[src/rtl/ppsa_pkg.sv]
// Shared constants, codes and controller/datapath link types for the slot allocator.
// No dependencies; the top level, controller, datapath and checker import it.
package ppsa_pkg;

	// default sizing, handed down from the top level
	localparam int MAX_PAGES_DEF          = 16;
	localparam int MAX_SLOTS_PER_PAGE_DEF = 256;
	localparam int MAX_SLOT_BYTES_DEF     = 4096;

	// fixed field widths
	localparam int CMD_W  = 2;
	localparam int ADDR_W = 24;
	localparam int STAT_W = 2;
	localparam int PIU_W  = 5;
	localparam int CNT_W  = 13;
	localparam int SZ_W   = 13;
	localparam int OPP_W  = 9;
	localparam int CFG_W  = 13;
	localparam int CFGI_W = 1;

	localparam logic [CNT_W-1:0] COUNT_MAX = 13'd8191;
	localparam logic [SZ_W-1:0]  LINK_SIZE = 13'd8;

	// command codes
	localparam logic [CMD_W-1:0] CMD_ALLOC   = 2'd0;
	localparam logic [CMD_W-1:0] CMD_FREE    = 2'd1;
	localparam logic [CMD_W-1:0] CMD_RELEASE = 2'd2;

	// status codes
	localparam logic [STAT_W-1:0] ST_OK     = 2'd0;
	localparam logic [STAT_W-1:0] ST_OOP    = 2'd1;
	localparam logic [STAT_W-1:0] ST_NOTOWN = 2'd2;

	// register indexes and reset values
	localparam logic [CFGI_W-1:0] REG_OBJECT_SIZE      = 1'd0;
	localparam logic [CFGI_W-1:0] REG_OBJECTS_PER_PAGE = 1'd1;
	localparam logic [SZ_W-1:0]   OBJECT_SIZE_RST      = 13'd8;
	localparam logic [OPP_W-1:0]  OBJECTS_PER_PAGE_RST = 9'd16;

	// controller to datapath
	typedef struct packed {
		logic load;
		logic div_start;
		logic list_clear;
		logic fill_start;
		logic fill_step;
		logic pop;
		logic free_commit;
		logic release_all;
		logic set_oop;
		logic set_notown;
		logic out_load;
	} dp_ctl_t;

	// datapath to controller
	typedef struct packed {
		logic [CMD_W-1:0] cmd;
		logic             list_empty;
		logic             pages_full;
		logic             fill_last;
		logic             div_busy;
		logic             free_ok;
		logic             out_busy;
	} dp_stat_t;

endpackage

[src/rtl/ppsa_ctrl.sv]
// Sequencing state machine of the slot allocator: one command at a time.
// Depends on ppsa_pkg.
module ppsa_ctrl (
	input  logic               clk,
	input  logic               arst_n,
	input  logic               in_valid,
	output logic               in_ready,
	input  ppsa_pkg::dp_stat_t stat,
	output ppsa_pkg::dp_ctl_t  ctl
);
	import ppsa_pkg::*;

	localparam logic [3:0] S_IDLE   = 4'd0;
	localparam logic [3:0] S_DECODE = 4'd1;
	localparam logic [3:0] S_ALLOC  = 4'd2;
	localparam logic [3:0] S_FILL   = 4'd3;
	localparam logic [3:0] S_POP    = 4'd4;
	localparam logic [3:0] S_POPW   = 4'd5;
	localparam logic [3:0] S_DIV    = 4'd6;
	localparam logic [3:0] S_FREE   = 4'd7;
	localparam logic [3:0] S_DONE   = 4'd8;

	logic [3:0] state_q;
	logic [3:0] state_d;

	assign in_ready = (state_q == S_IDLE);

	// next state and datapath commands
	always_comb begin
		state_d = state_q;
		ctl     = '0;
		case (state_q)
			S_IDLE: begin
				if (in_valid) begin
					ctl.load = 1'b1;
					state_d  = S_DECODE;
				end
			end
			S_DECODE: begin
				case (stat.cmd)
					CMD_ALLOC: state_d = S_ALLOC;
					CMD_FREE: begin
						ctl.div_start = 1'b1;
						state_d       = S_DIV;
					end
					CMD_RELEASE: begin
						ctl.release_all = 1'b1;
						state_d         = S_DONE;
					end
					default: state_d = S_DONE;
				endcase
			end
			S_ALLOC: begin
				if (stat.list_empty) begin
					ctl.list_clear = 1'b1;
					if (stat.pages_full) begin
						ctl.set_oop = 1'b1;
						state_d     = S_DONE;
					end else begin
						ctl.fill_start = 1'b1;
						state_d        = S_FILL;
					end
				end else begin
					state_d = S_POP;
				end
			end
			S_FILL: begin
				ctl.fill_step = 1'b1;
				if (stat.fill_last) begin
					state_d = S_POP;
				end
			end
			// link memory read of the head is in flight
			S_POP: state_d = S_POPW;
			S_POPW: begin
				ctl.pop = 1'b1;
				state_d = S_DONE;
			end
			S_DIV: begin
				if (!stat.div_busy) begin
					state_d = S_FREE;
				end
			end
			S_FREE: begin
				if (stat.free_ok) begin
					ctl.free_commit = 1'b1;
				end else begin
					ctl.set_notown = 1'b1;
				end
				state_d = S_DONE;
			end
			S_DONE: begin
				if (!stat.out_busy) begin
					ctl.out_load = 1'b1;
					state_d      = S_IDLE;
				end
			end
			default: state_d = S_IDLE;
		endcase
	end

	always_ff @(posedge clk or negedge arst_n) begin
		if (!arst_n) begin
			state_q <= S_IDLE;
		end else begin
			state_q <= state_d;
		end
	end

endmodule

[config.mk]
export PLATFORM = sky130hd
export DESIGN_NAME = ppsa_ctrl
export DESIGN_NICKNAME = d
export VERILOG_FILES = /design/src/rtl/ppsa_pkg.sv /design/src/rtl/ppsa_ctrl.sv
export SDC_FILE = /design/constraint.sdc
export NUM_CORES = 1
export LEC_CHECK = 0
export ABC_AREA = 0
export BUFFER_PORTS_ARGS = -buffer_cell sky130_fd_sc_hd__buf_2
export CORE_AREA = 3 3 40 42
export DETAILED_ROUTE_END_ITERATION = 10
export DIE_AREA = 0 0 43 45
export SLEW_MARGIN = 20
export SYNTH_ARGS = -nofsm -noshare
export SYNTH_HDL_FRONTEND = slang
export SYNTH_SLANG_ARGS = --single-unit
[constraint.sdc]
create_clock -name clk -period 2.9 [get_ports clk]
set_clock_uncertainty 0.1 [all_clocks]
set_input_delay 0.58 -clock clk [delete_from_list [all_inputs] [get_ports clk]]
set_output_delay 0.58 -clock clk [all_outputs]
set_load 0.01 [all_outputs]
# --- Yosys cells after proc, flatten, opt, wreduce, memory -nomap -nowiden ---
# Cells that the tools add are included.
op_classes:
  n_eq_ne: 14
  reduce_logical: 4
  n_mux: 28
ops:
  columns: ["op", "count"]
  rows:
  - ["4-bit case mux with 8 select lines", 1]
  - ["4-bit two-way mux", 6]
  - ["1-bit two-way mux", 18]
  - ["4-bit by 3-bit == test with 1-bit output (second input constant)", 4]
  - ["4-bit by 2-bit == test with 1-bit output (second input constant)", 2]
  - ["2-bit != test (second input constant)", 4]
  - ["4-bit case mux with 2 select lines", 1]
  - ["4-bit by 1-bit == test with 1-bit output (second input constant)", 1]
  - ["4-bit == test (second input constant)", 1]
  - ["4-bit zero test", 1]
  - ["2-bit two-way mux", 2]
  - ["4-bit AND reduction", 1]
  - ["2-bit by 1-bit == test with 1-bit output (second input constant)", 1]
  - ["2-bit == test (second input constant)", 1]
  - ["2-bit zero test", 1]
  - ["2-bit OR reduction", 1]
totals:
  inputBits: 11
  word_cells: 47
  reg_bits: 4

# --- Longest topological paths before layout ---
# Gate-level depths: netlist of the first run.
depth:
  depth_word: 3
  ltp_mapped: 5
  mapped_depth_nobuf: 4

# --- Worst setup path before layout of the first run ---
# Ideal clock, no wire load.
synth_timing:
  kind: "flip-flop to output port"
  start: "register state_q[3]"
  end: "output port ctl[10] (netlist name)"
  path_slack_ps: 1045
  stages_incl_launch_ff: 4
  arrival_ps: 1175
  path_buffers: 1
  cell_sequence: "dfrtp_1 buf_2 nor4_2 and2_1"
synth_lines:
  columns: ["element", "line", "text"]
  rows:
  - ["start, declared", "ppsa_ctrl.sv:23", "logic [3:0] state_q;"]
  - ["start signal, assigned", "ppsa_ctrl.sv:106", "state_q <= state_d;"]
  - ["end, declared", "ppsa_ctrl.sv:9", "output ppsa_pkg::dp_ctl_t ctl"]

==> out/qor.txt, run 1 <==
Die Y - 45 µm
antenna-violating nets left - 0
die area - 0.001935 mm²
row count - 13
R2R Setup Slk - 1.30 ns
dpl cell area - 539.3 µm²
Worst EP required - 2.22 ns
CTS Buffer Depth - 2
leakage - 0.2931 nW
GRT Total Usage - 0.1351
Post-Syn Instances - 54
placed insts - 87
Post-CTS Setup Repair Bufs - 0
Worst Setup End Kind - output port
Post-synth EDFFs - 0
post_cts resized - 0
Worst Path Max Fanout - 11
prevailing post-synth register cell - dfrtp_1
kind of critical path - reg2out
Final Util - 0.4372
CTS tree - yes
I/O pins - 23
total grt overflow - 0
vias per cell - 5.211
Largest regs - state_q x4
Syn Nets - 65
WL/cell - 12.24 µm
first-pass GRT wire length - 1842 µm
element type at the critical path start - flop
fmax - 0.4484 GHz
Crit path arrival time - 1.55 ns
htree depth - 1
Yosys reg bits - 4
Clock Latency Late Sink - 0.24 ns
cell taking the most area after synthesis - dfrtp_1
top cell type's share of synthesized area - 0.2247
Slew Limit Fails - 0
post-route insts no fill - 90
via count - 469
Root Buffer - clkbuf_4
Starting Density - 0.3466
synth top area cells - dfrtp_1, nor2b_1, buf_6, inv_1, nor4b_1
HP Class - in2async
# clock sinks - 4
Ant. Diodes - 0
layout cells sized above 1 - 0.4400
Netlist Area Pre-Place - 445.4 µm²
RSZ-0062 raised after global routing - no
sequential area share after synthesis - 0.2247
max_slew headroom - 0.6998
Core Region - 0.001285 mm²
Largest register FFs - 4
Routed WL - 1102 µm
DR DRC count - 0
Final Hold Fails - 0
Power Dens Cells - 901.4 mW/mm²
Synth cell types - 34
outcome - complete, no violations
Worst-Margin Slew - 0.4503 ns
commonest non-fill, non-tap cell in the layout - buf_2
GP Congestion - 0.7571
Area Growth Syn to Fin - 26.12%
Finish-stage setup viols - 0
min Tclk post-route - 2.230 ns
clk slew on worst S/H paths - 0.04 ns
NumNets Final - 88
synthesis warning total - 0
asr flop ratio synth - 1.000
largest net degree at the start of global routing - 15
cts hold-fix bufs - 0
Tcrit/Tclk final - 0.7690
final design instance area without fill - 561.8 µm²
TritonRoute pass-1 iters - 2
Setup TNS - 0 ns
Chip Width - 43 µm
DP Wirelength - 858.4 µm
Max VDD drop - 0.0003618 V
Iteration-0 DRC Markers - 10
most frequent cells in the layout - buf_2, inv_1, nor2b_1, dfrtp_1
port buffer count - 22
synthesized area per cell - 8.249 µm²
TritonCTS Buffers - 3
initial antenna violation count - 0
vias in the first global route - 417
maxcap violations - 0
Largest Register - state_q
## routing by layer
layer	routed length (µm)	up-vias	global-route usage	part of all wire
met5	0	-	0	0
met4	38	0	0.1084	0.034
met3	81	5	0.06375	0.074
met2	513	14	0.1916	0.47
met1	468	214	0.1550	0.42
li1	-	236	-	-
## critical path, cell delays in order, from the launching register on
cell	delay, ns
dfrtp_1	0.53
nor2b_1	0.29
and3_4	0.24
and2_4	0.14
buf_2	0.12
## power by group
group | switching (mW) | leakage (nW) | internal (mW)
registers | 0.0823 | 0.0530 | 0.0796
clock network | 0.0244 | 0.0138 | 0.0464
logic | 0.133 | 0.226 | 0.141
total | 0.240 | 0.293 | 0.267
## area by class of cell
| cell class | count | area [µm²] |
|---|---|---|
| fillers | 141 | 723.2 |
| repair buffers | 22 | 110.1 |
| flip-flops and latches | 4 | 100.1 |
| clock buffers | 3 | 22.52 |
| inverters | 5 | 18.77 |
| well taps | 15 | 18.77 |
| multi-input cells | 41 | 291.5 |
## final timing paths
check	start	to	depth (start not counted)
hold / removal	arst_n	state_q[3]	1
setup reg to reg	state_q[0]	state_q[3]	4
max in group asynchronous	arst_n	state_q[0]	1
hold reg to reg	state_q[0]	state_q[0]	1
setup / recovery	state_q[1]	ctl[2]	4
min in group clk	stat[2]	state_q[2]	3
## kinds of logic (layout without fill, tap and decap cells)
kind of cell / after synthesis / after routing / share of synthesized area
AOI/OAI and AO/OA: 11 / 11 / 0.2051
DFF: 4 / 4 / 0.2247
and+or+nand+nor: 30 / 30 / 0.4495
buffers and inverters: 9 / 30 / 0.1208
## synth_stat cells, types with 2 or more instances
master,instances
nor2b_1,4
inv_1,5
dfrtp_1,4
nor2_1,2
nor4b_1,2
nor3_1,3
o21ai_1,2
buf_6,2
nand2b_1,2
nor2_2,2
nand2_1,2
and2_1,2
## through the flow
step / hold WS (ns) / setup slack [ns] / total power [mW]
floorplan: 0.1844 / 1.045 / 0.3842
CTS: 0.02435 / 0.6735 / 0.5113
finish: 0.03276 / 0.6698 / 0.5064
global placement: 0.2892 / 1.013 / 0.4379
detailed placement: 0.2861 / 0.9417 / 0.4356
global route: 0.02076 / 0.5695 / 0.5577
(Power assumes the default switching activity.)
==> inputs of run 2 (changes only) <==
==> constraint.sdc (replaced) <==
create_clock -name clk -period 2.14 [get_ports clk]
set_clock_uncertainty 0.1 [all_clocks]
set_input_delay 0.428 -clock clk [delete_from_list [all_inputs] [get_ports clk]]
set_output_delay 0.428 -clock clk [all_outputs]
set_load 0.01 [all_outputs]
==> out/qor.txt, run 2 (synthesis gave the netlist of run 1 again) <==
first-pass GRT wire length - 1683 µm (-8.6%)
antenna-violating nets left - 0 (unchanged)
Slew Limit Fails - 0 (unchanged)
commonest non-fill, non-tap cell in the layout - buf_2
Post-CTS Setup Repair Bufs - 0 (unchanged)
Crit path arrival time - 1.50 ns (-0.05 ns)
HP Class - in2reg
Worst-Margin Slew - 0.4385 ns (-0.01182 ns)
Chip Width - 43 µm (unchanged)
DP Wirelength - 892.1 µm (+3.9%)
Worst Setup End Kind - output port
I/O pins - 23 (unchanged)
Root Buffer - clkbuf_4
NumNets Final - 90 (+2.3%)
initial antenna violation count - 0 (unchanged)
total grt overflow - 0 (unchanged)
Worst Path Max Fanout - 14 (+3)
fmax - 0.4933 GHz
largest net degree at the start of global routing - 15 (unchanged)
Area Growth Syn to Fin - 30.34%
row count - 13 (unchanged)
RSZ-0062 raised after global routing - no
TritonCTS Buffers - 3 (unchanged)
max_slew headroom - 0.7077 (+0.007877)
Fill cells - 146 (+3.5%)
WL/cell - 12.36 µm (+0.93%)
CP Cell Sequence - nor2b_1, and3_4, and2_4, buf_2
DR DRC count - 0 (unchanged)
min Tclk post-route - 2.027 ns
vias in the first global route - 415 (-0.48%)
Iteration-0 DRC Markers - 9 (-1)
htree depth - 1 (unchanged)
leakage - 0.3011 nW (+2.7%)
vias per cell - 5.163 (-0.92%)
die area - 0.001935 mm² (unchanged)
Largest regs - state_q x4
Clock Latency Late Sink - 0.24 ns (about the same)
TritonRoute pass-1 iters - 4 (+2)
Finish-stage setup viols - 0 (unchanged)
Core Region - 0.001285 mm² (unchanged)
Worst EP required - 1.61 ns (-0.61 ns)
clk slew on worst S/H paths - 0.04 ns (about the same)
kind of critical path - reg2out
# clock sinks - 4 (unchanged)
Final Hold Fails - 0 (unchanged)
Die Y - 45 µm (unchanged)
via count - 475 (+1.3%)
port buffer count - 22 (unchanged)
CTS Buffer Depth - 2 (unchanged)
Largest Register - state_q
element type at the critical path start - flop
GRT Total Usage - 0.1234 (-0.01168)
most frequent cells in the layout - buf_2, inv_1, nor2b_1
Setup TNS - 0 ns (unchanged)
Ant. Diodes - 0 (unchanged)
layout cells sized above 1 - 0.4545 (+0.01455)
GP Congestion - 0.7725 (+2.0%)
Routed WL - 1137 µm (+3.2%)
Max VDD drop - 0.0003963 V (+9.5%)
Tcrit/Tclk final - 0.9473
critical path's largest stage delay - 0.52 ns (about the same)
slowest stage cell, crit path - dfrtp_1
Largest register FFs - 4 (unchanged)
maxcap violations - 0 (unchanged)
post-route insts no fill - 92 (+2.2%)
outcome - complete, no violations
CTS tree - yes
placed insts - 88 (+1.1%)
Starting Density - 0.3466 (unchanged)
Power Dens Cells - 1198 mW/mm² (+33%)
==> run 2: area by class of cell <==
class | count | area [µm²] | area share
sequential | 4 | 101.3 | 0.1746
multi-input combinational | 41 | 291.5 | 0.5022
clock buffer | 3 | 22.52 | 0.03879
inverter | 5 | 18.77 | 0.03233
tap | 15 | 18.77 | 0.03233
timing repair buffer | 24 | 127.6 | 0.2198
==> run 2: critical path: cells and delay by family, from the launching register on <==
family                 cells  cell delay, ns
and+or+nand+nor            3            0.63
buffers and inverters      1            0.12
DFF                        1            0.52
==> run 2: final timing paths <==
| kind | from | to | slack, ns | cells after the start |
|---|---|---|---|---|
| max | state_q[0] | ctl[2] | 0.11 | 4 |
| min | stat[2] | state_q[2] | 0.35 | 3 |
| max reg2reg | state_q[0] | state_q[3] | 0.54 | 4 |
| min reg2reg | state_q[0] | state_q[0] | 0.66 | 1 |
| max in group asynchronous | arst_n | state_q[1] | 1.37 | 2 |
| min in group asynchronous | arst_n | state_q[0] | 0.44 | 2 |
==> run 2: power by group <==
part | total, mW | switching (mW) | internal (mW)
combinational | 0.392 | 0.192 | 0.201
sequential | 0.209 | 0.0993 | 0.110
clock | 0.0942 | 0.0314 | 0.0627
total | 0.696 | 0.322 | 0.373
==> run 2: metal layers <==
metal,vias up,global-route usage,routed length (µm),part of all wire
met2,13,0.1916,555,0.49
met1,219,0.1356,515,0.45
met4,0,0.1084,11,0.0097
met3,2,0.03984,54,0.047
li1,241,-,-,-
met5,-,0,0,0
==> run 2: what timing repair did <==
item                                   in CTS  in global routing
hold buffers                                1                  0
setup endpoints to repair                   0                  1
endpoints found under the hold margin       4                  0
gates resized for setup                     0                  1
==> run 2: through the flow <==
stage,worst slack (ns),hold WS (ns),utilization,power (mW),cell area [µm²]
finish,0.1128,0.3524,0.4518,0.6956,580.6
global route,0.0006958,0.3831,0.4518,0.7566,580.6
CTS,0.1030,0.3542,0.4508,0.7017,579.3
detailed placement,0.3593,0.1362,0.4255,0.6028,546.8
global placement,0.4079,0.1356,0.4255,0.6086,546.8
floorplan,0.4371,0.03241,-,0.5206,445.4
==> inputs of run 3 (changes only) <==
--- a/config.mk
+++ b/config.mk
@@ -5,11 +5,12 @@
 export SDC_FILE = /design/constraint.sdc
 export NUM_CORES = 1
 export LEC_CHECK = 0
-export ABC_AREA = 0
+export ABC_AREA = 1
 export BUFFER_PORTS_ARGS = -buffer_cell sky130_fd_sc_hd__buf_2
 export CORE_AREA = 3 3 40 42
 export DETAILED_ROUTE_END_ITERATION = 10
 export DIE_AREA = 0 0 43 45
+export MAX_ROUTING_LAYER = met4
 export SLEW_MARGIN = 20
 export SYNTH_ARGS = -nofsm -noshare
 export SYNTH_HDL_FRONTEND = slang
==> constraint.sdc (replaced) <==
create_clock -name clk -period 2.14 [get_ports clk]
set_clock_uncertainty 0.1 [all_clocks]
set_input_delay 0.321 -clock clk [delete_from_list [all_inputs] [get_ports clk]]
set_output_delay 0.321 -clock clk [all_outputs]
set_load 0.01 [all_outputs]
==> out/qor.txt, run 3 <==
outcome - complete, no violations
dpl cell area - 524.3 µm² (-4.1%)
clk slew on worst S/H paths - 0.03 ns (about the same)
slowest stage cell, crit path - dfrtp_1
Clock Latency Late Sink - 0.24 ns (about the same)
Iteration-0 DRC Markers - 8 (-1)
via count - 486 (+2.3%)
Worst Path Max Fanout - 10 (-4)
largest net degree at the start of global routing - 11 (-4)
Chip Width - 43 µm (unchanged)
Largest regs - state_q x4
die area - 0.001935 mm² (unchanged)
Worst EP required - 1.72 ns (+0.11 ns)
Yosys reg bits - 4 (unchanged)
Tcrit/Tclk final - 0.8302 (-0.1171)
row count - 13 (unchanged)
TritonRoute pass-1 iters - 4 (unchanged)
Ant. Diodes - 0 (unchanged)
maxcap violations - 0 (unchanged)
placed insts - 103 (+17%)
top cell type's share of synthesized area - 0.2532 (+0.02845)
Root Buffer - clkbuf_4
cell taking the most area after synthesis - dfrtp_1
leakage - 0.3862 nW (+28%)
asr flop ratio synth - 1.000 (unchanged)
first-pass GRT wire length - 1731 µm (+2.9%)
min Tclk post-route - 1.777 ns (-0.2505 ns)
Post-synth top cells - nand2_1, inv_1, nand3_1, nor2_1
Synth cell types - 14 (-59%)
antenna-violating nets left - 0 (unchanged)
max_slew headroom - 0.8018 (+0.09413)
CTS Buffer Depth - 2 (unchanged)
NumNets Final - 105 (+17%)
synthesis warning total - 0 (unchanged)
critical path's largest stage delay - 0.44 ns (-0.08 ns)
top-count cell post-synth - nand2_1
# clock sinks - 4 (unchanged)
Netlist Area Pre-Place - 395.4 µm² (-11%)
Crit path arrival time - 1.36 ns (-0.14 ns)
Worst Setup End Kind - output port
kind of critical path - reg2out
Critical Path Most Common Cell - nand2_1
port buffer count - 22 (unchanged)
sequential area share after synthesis - 0.2532 (+0.02845)
post_cts resized - 0 (unchanged)
synthesized area per cell - 5.991 µm² (-27%)
Top delay family on crit path - simple AND/OR/NAND/NOR gates
htree depth - 1 (unchanged)
Max VDD drop - 0.0005557 V (+40%)
WL/cell - 9.570 µm (-23%)
Slew Limit Fails - 0 (unchanged)
GP Congestion - 0.8737 (+13%)
GRT Total Usage - 0.1246 (+0.001134)
total grt overflow - 0 (unchanged)
fmax - 0.5628 GHz (+14%)
Area Growth Syn to Fin - 40.82%
post-route worst setup slack - 0.3633 ns (+0.2505 ns)
Routed WL - 1024 µm (-9.9%)
I/O pins - 23 (unchanged)
layout cells sized above 1 - 0.3913 (-0.06324)
Finish-stage setup viols - 0 (unchanged)
Post-CTS Setup Repair Bufs - 0 (unchanged)
Post-Syn Instances - 66 (+22%)
prevailing post-synth register cell - dfrtp_1
Largest Register - state_q
element type at the critical path start - flop
CTS tree - yes
Starting Density - 0.3077 (-0.03895)
Power Dens Cells - 1076 mW/mm² (-10%)
final design instance area without fill - 556.8 µm² (-4.1%)
most frequent cells in the layout - buf_2, nand2_1, inv_1
TritonCTS Buffers - 3 (unchanged)
post-route insts no fill - 107 (+16%)
DP Wirelength - 863.1 µm (-3.3%)
DR DRC count - 0 (unchanged)
post-place setup slack - 0.6011 ns (+0.2418 ns)
vias per cell - 4.542 (-12%)
Setup TNS - 0 ns (unchanged)
Die Y - 45 µm (unchanged)
Final Hold Fails - 0 (unchanged)
Worst-Margin Slew - 0.2962 ns (-0.1423 ns)
synth top area cells - dfrtp_1, nand2_1, nand3_1, inv_1, nor2_1
Final Util - 0.4333 (-0.01850)
vias in the first global route - 408 (-1.7%)
Core Region - 0.001285 mm² (unchanged)
CP Buf/Inv Count - 2 (+1)
HP Class - in2reg
Post-synth EDFFs - 0 (unchanged)
Largest register FFs - 4 (unchanged)
Syn Nets - 77 (+18%)
RSZ-0062 raised after global routing - no
CP Cell Sequence - nor2_4, nand2_1, nor2_2, nand2_1, inv_1, buf_2
initial antenna violation count - 0 (unchanged)
commonest non-fill, non-tap cell in the layout - buf_2
-- run 3: changes by cell type in the layout (fill, tap and decap cells not counted), sizes merged, moves of 4 or more --
| cell | change |
|---|---|
| nor2 | +10 |
| inv | +10 |
| nor2b | -4 |
| o21ai | -4 |
| nand2 | +15 |
| nand3 | +10 |
-- run 3: metrics by stage --
| step | total power, mW | hold slack (ns) |
|---|---|---|
| 6_report | 0.5993 | 0.2486 |
| 2_1_floorplan | 0.4012 | -0.07459 |
| 3_3_place_gp | 0.5029 | 0.02764 |
| 3_5_place_dp | 0.5057 | 0.03056 |
| 5_1_grt | 0.6589 | 0.2627 |
| 4_1_cts | 0.6042 | 0.2516 |
-- run 3: worst paths after layout --
| kind | from | end | cells after the start | slack [ns] |
|---|---|---|---|---|
| worst min register to register | state_q[2] | state_q[0] | 3 | 0.61 |
| worst max-delay path | state_q[3] | ctl[2] | 6 | 0.36 |
| max in group asynchronous | arst_n | state_q[3] | 2 | 1.50 |
| worst max register to register | state_q[1] | state_q[2] | 6 | 0.84 |
| min in group asynchronous | arst_n | state_q[0] | 2 | 0.32 |
| worst min-delay path | stat[4] | state_q[3] | 3 | 0.25 |
-- run 3: cell families after synthesis --
| group | synth area share |
|---|---|
| simple gates | 0.6045 |
| flops | 0.2532 |
| buf+inv | 0.1424 |
-- run 3: per-layer routing --
metal / share of wire / vias to the layer above / track usage
met5: 0 / - / -
met4: 0.0068 / 0 / 0.03614
met3: 0.095 / 2 / 0.06773
met2: 0.47 / 15 / 0.1826
met1: 0.43 / 211 / 0.1477
li1: - / 258 / -
-- run 3: cell type report --
cell class,instances,area [µm²]
multi-input combinational,47,239.0
inverter,15,56.30
fill,132,728.2
timing repair buffer,23,120.1
tap,15,18.77
sequential,4,100.1
clock buffer,3,22.52
-- run 3: repair_timing --
| action | 4_1_cts | 5_1_grt |
|---|---|---|
| setup endpoints to repair | 0 | 0 |
| hold endpoints to repair | 4 | 0 |
| hold buffers | 1 | 0 |
-- run 3: where the power goes --
group,internal [mW],switching (mW),total (mW)
clock,0.0628,0.0316,0.0944
sequential,0.106,0.0515,0.158
combinational,0.126,0.221,0.347
-- run 3: worst reg2reg max path, stage by stage, from the launching register on --
cell and delay (ns):
dfrtp_1 0.44, nor2_1 0.29, nand3_1 0.11, nand2_1 0.10, nor2_2 0.06, nand2_1 0.05
nand2_1 0.04
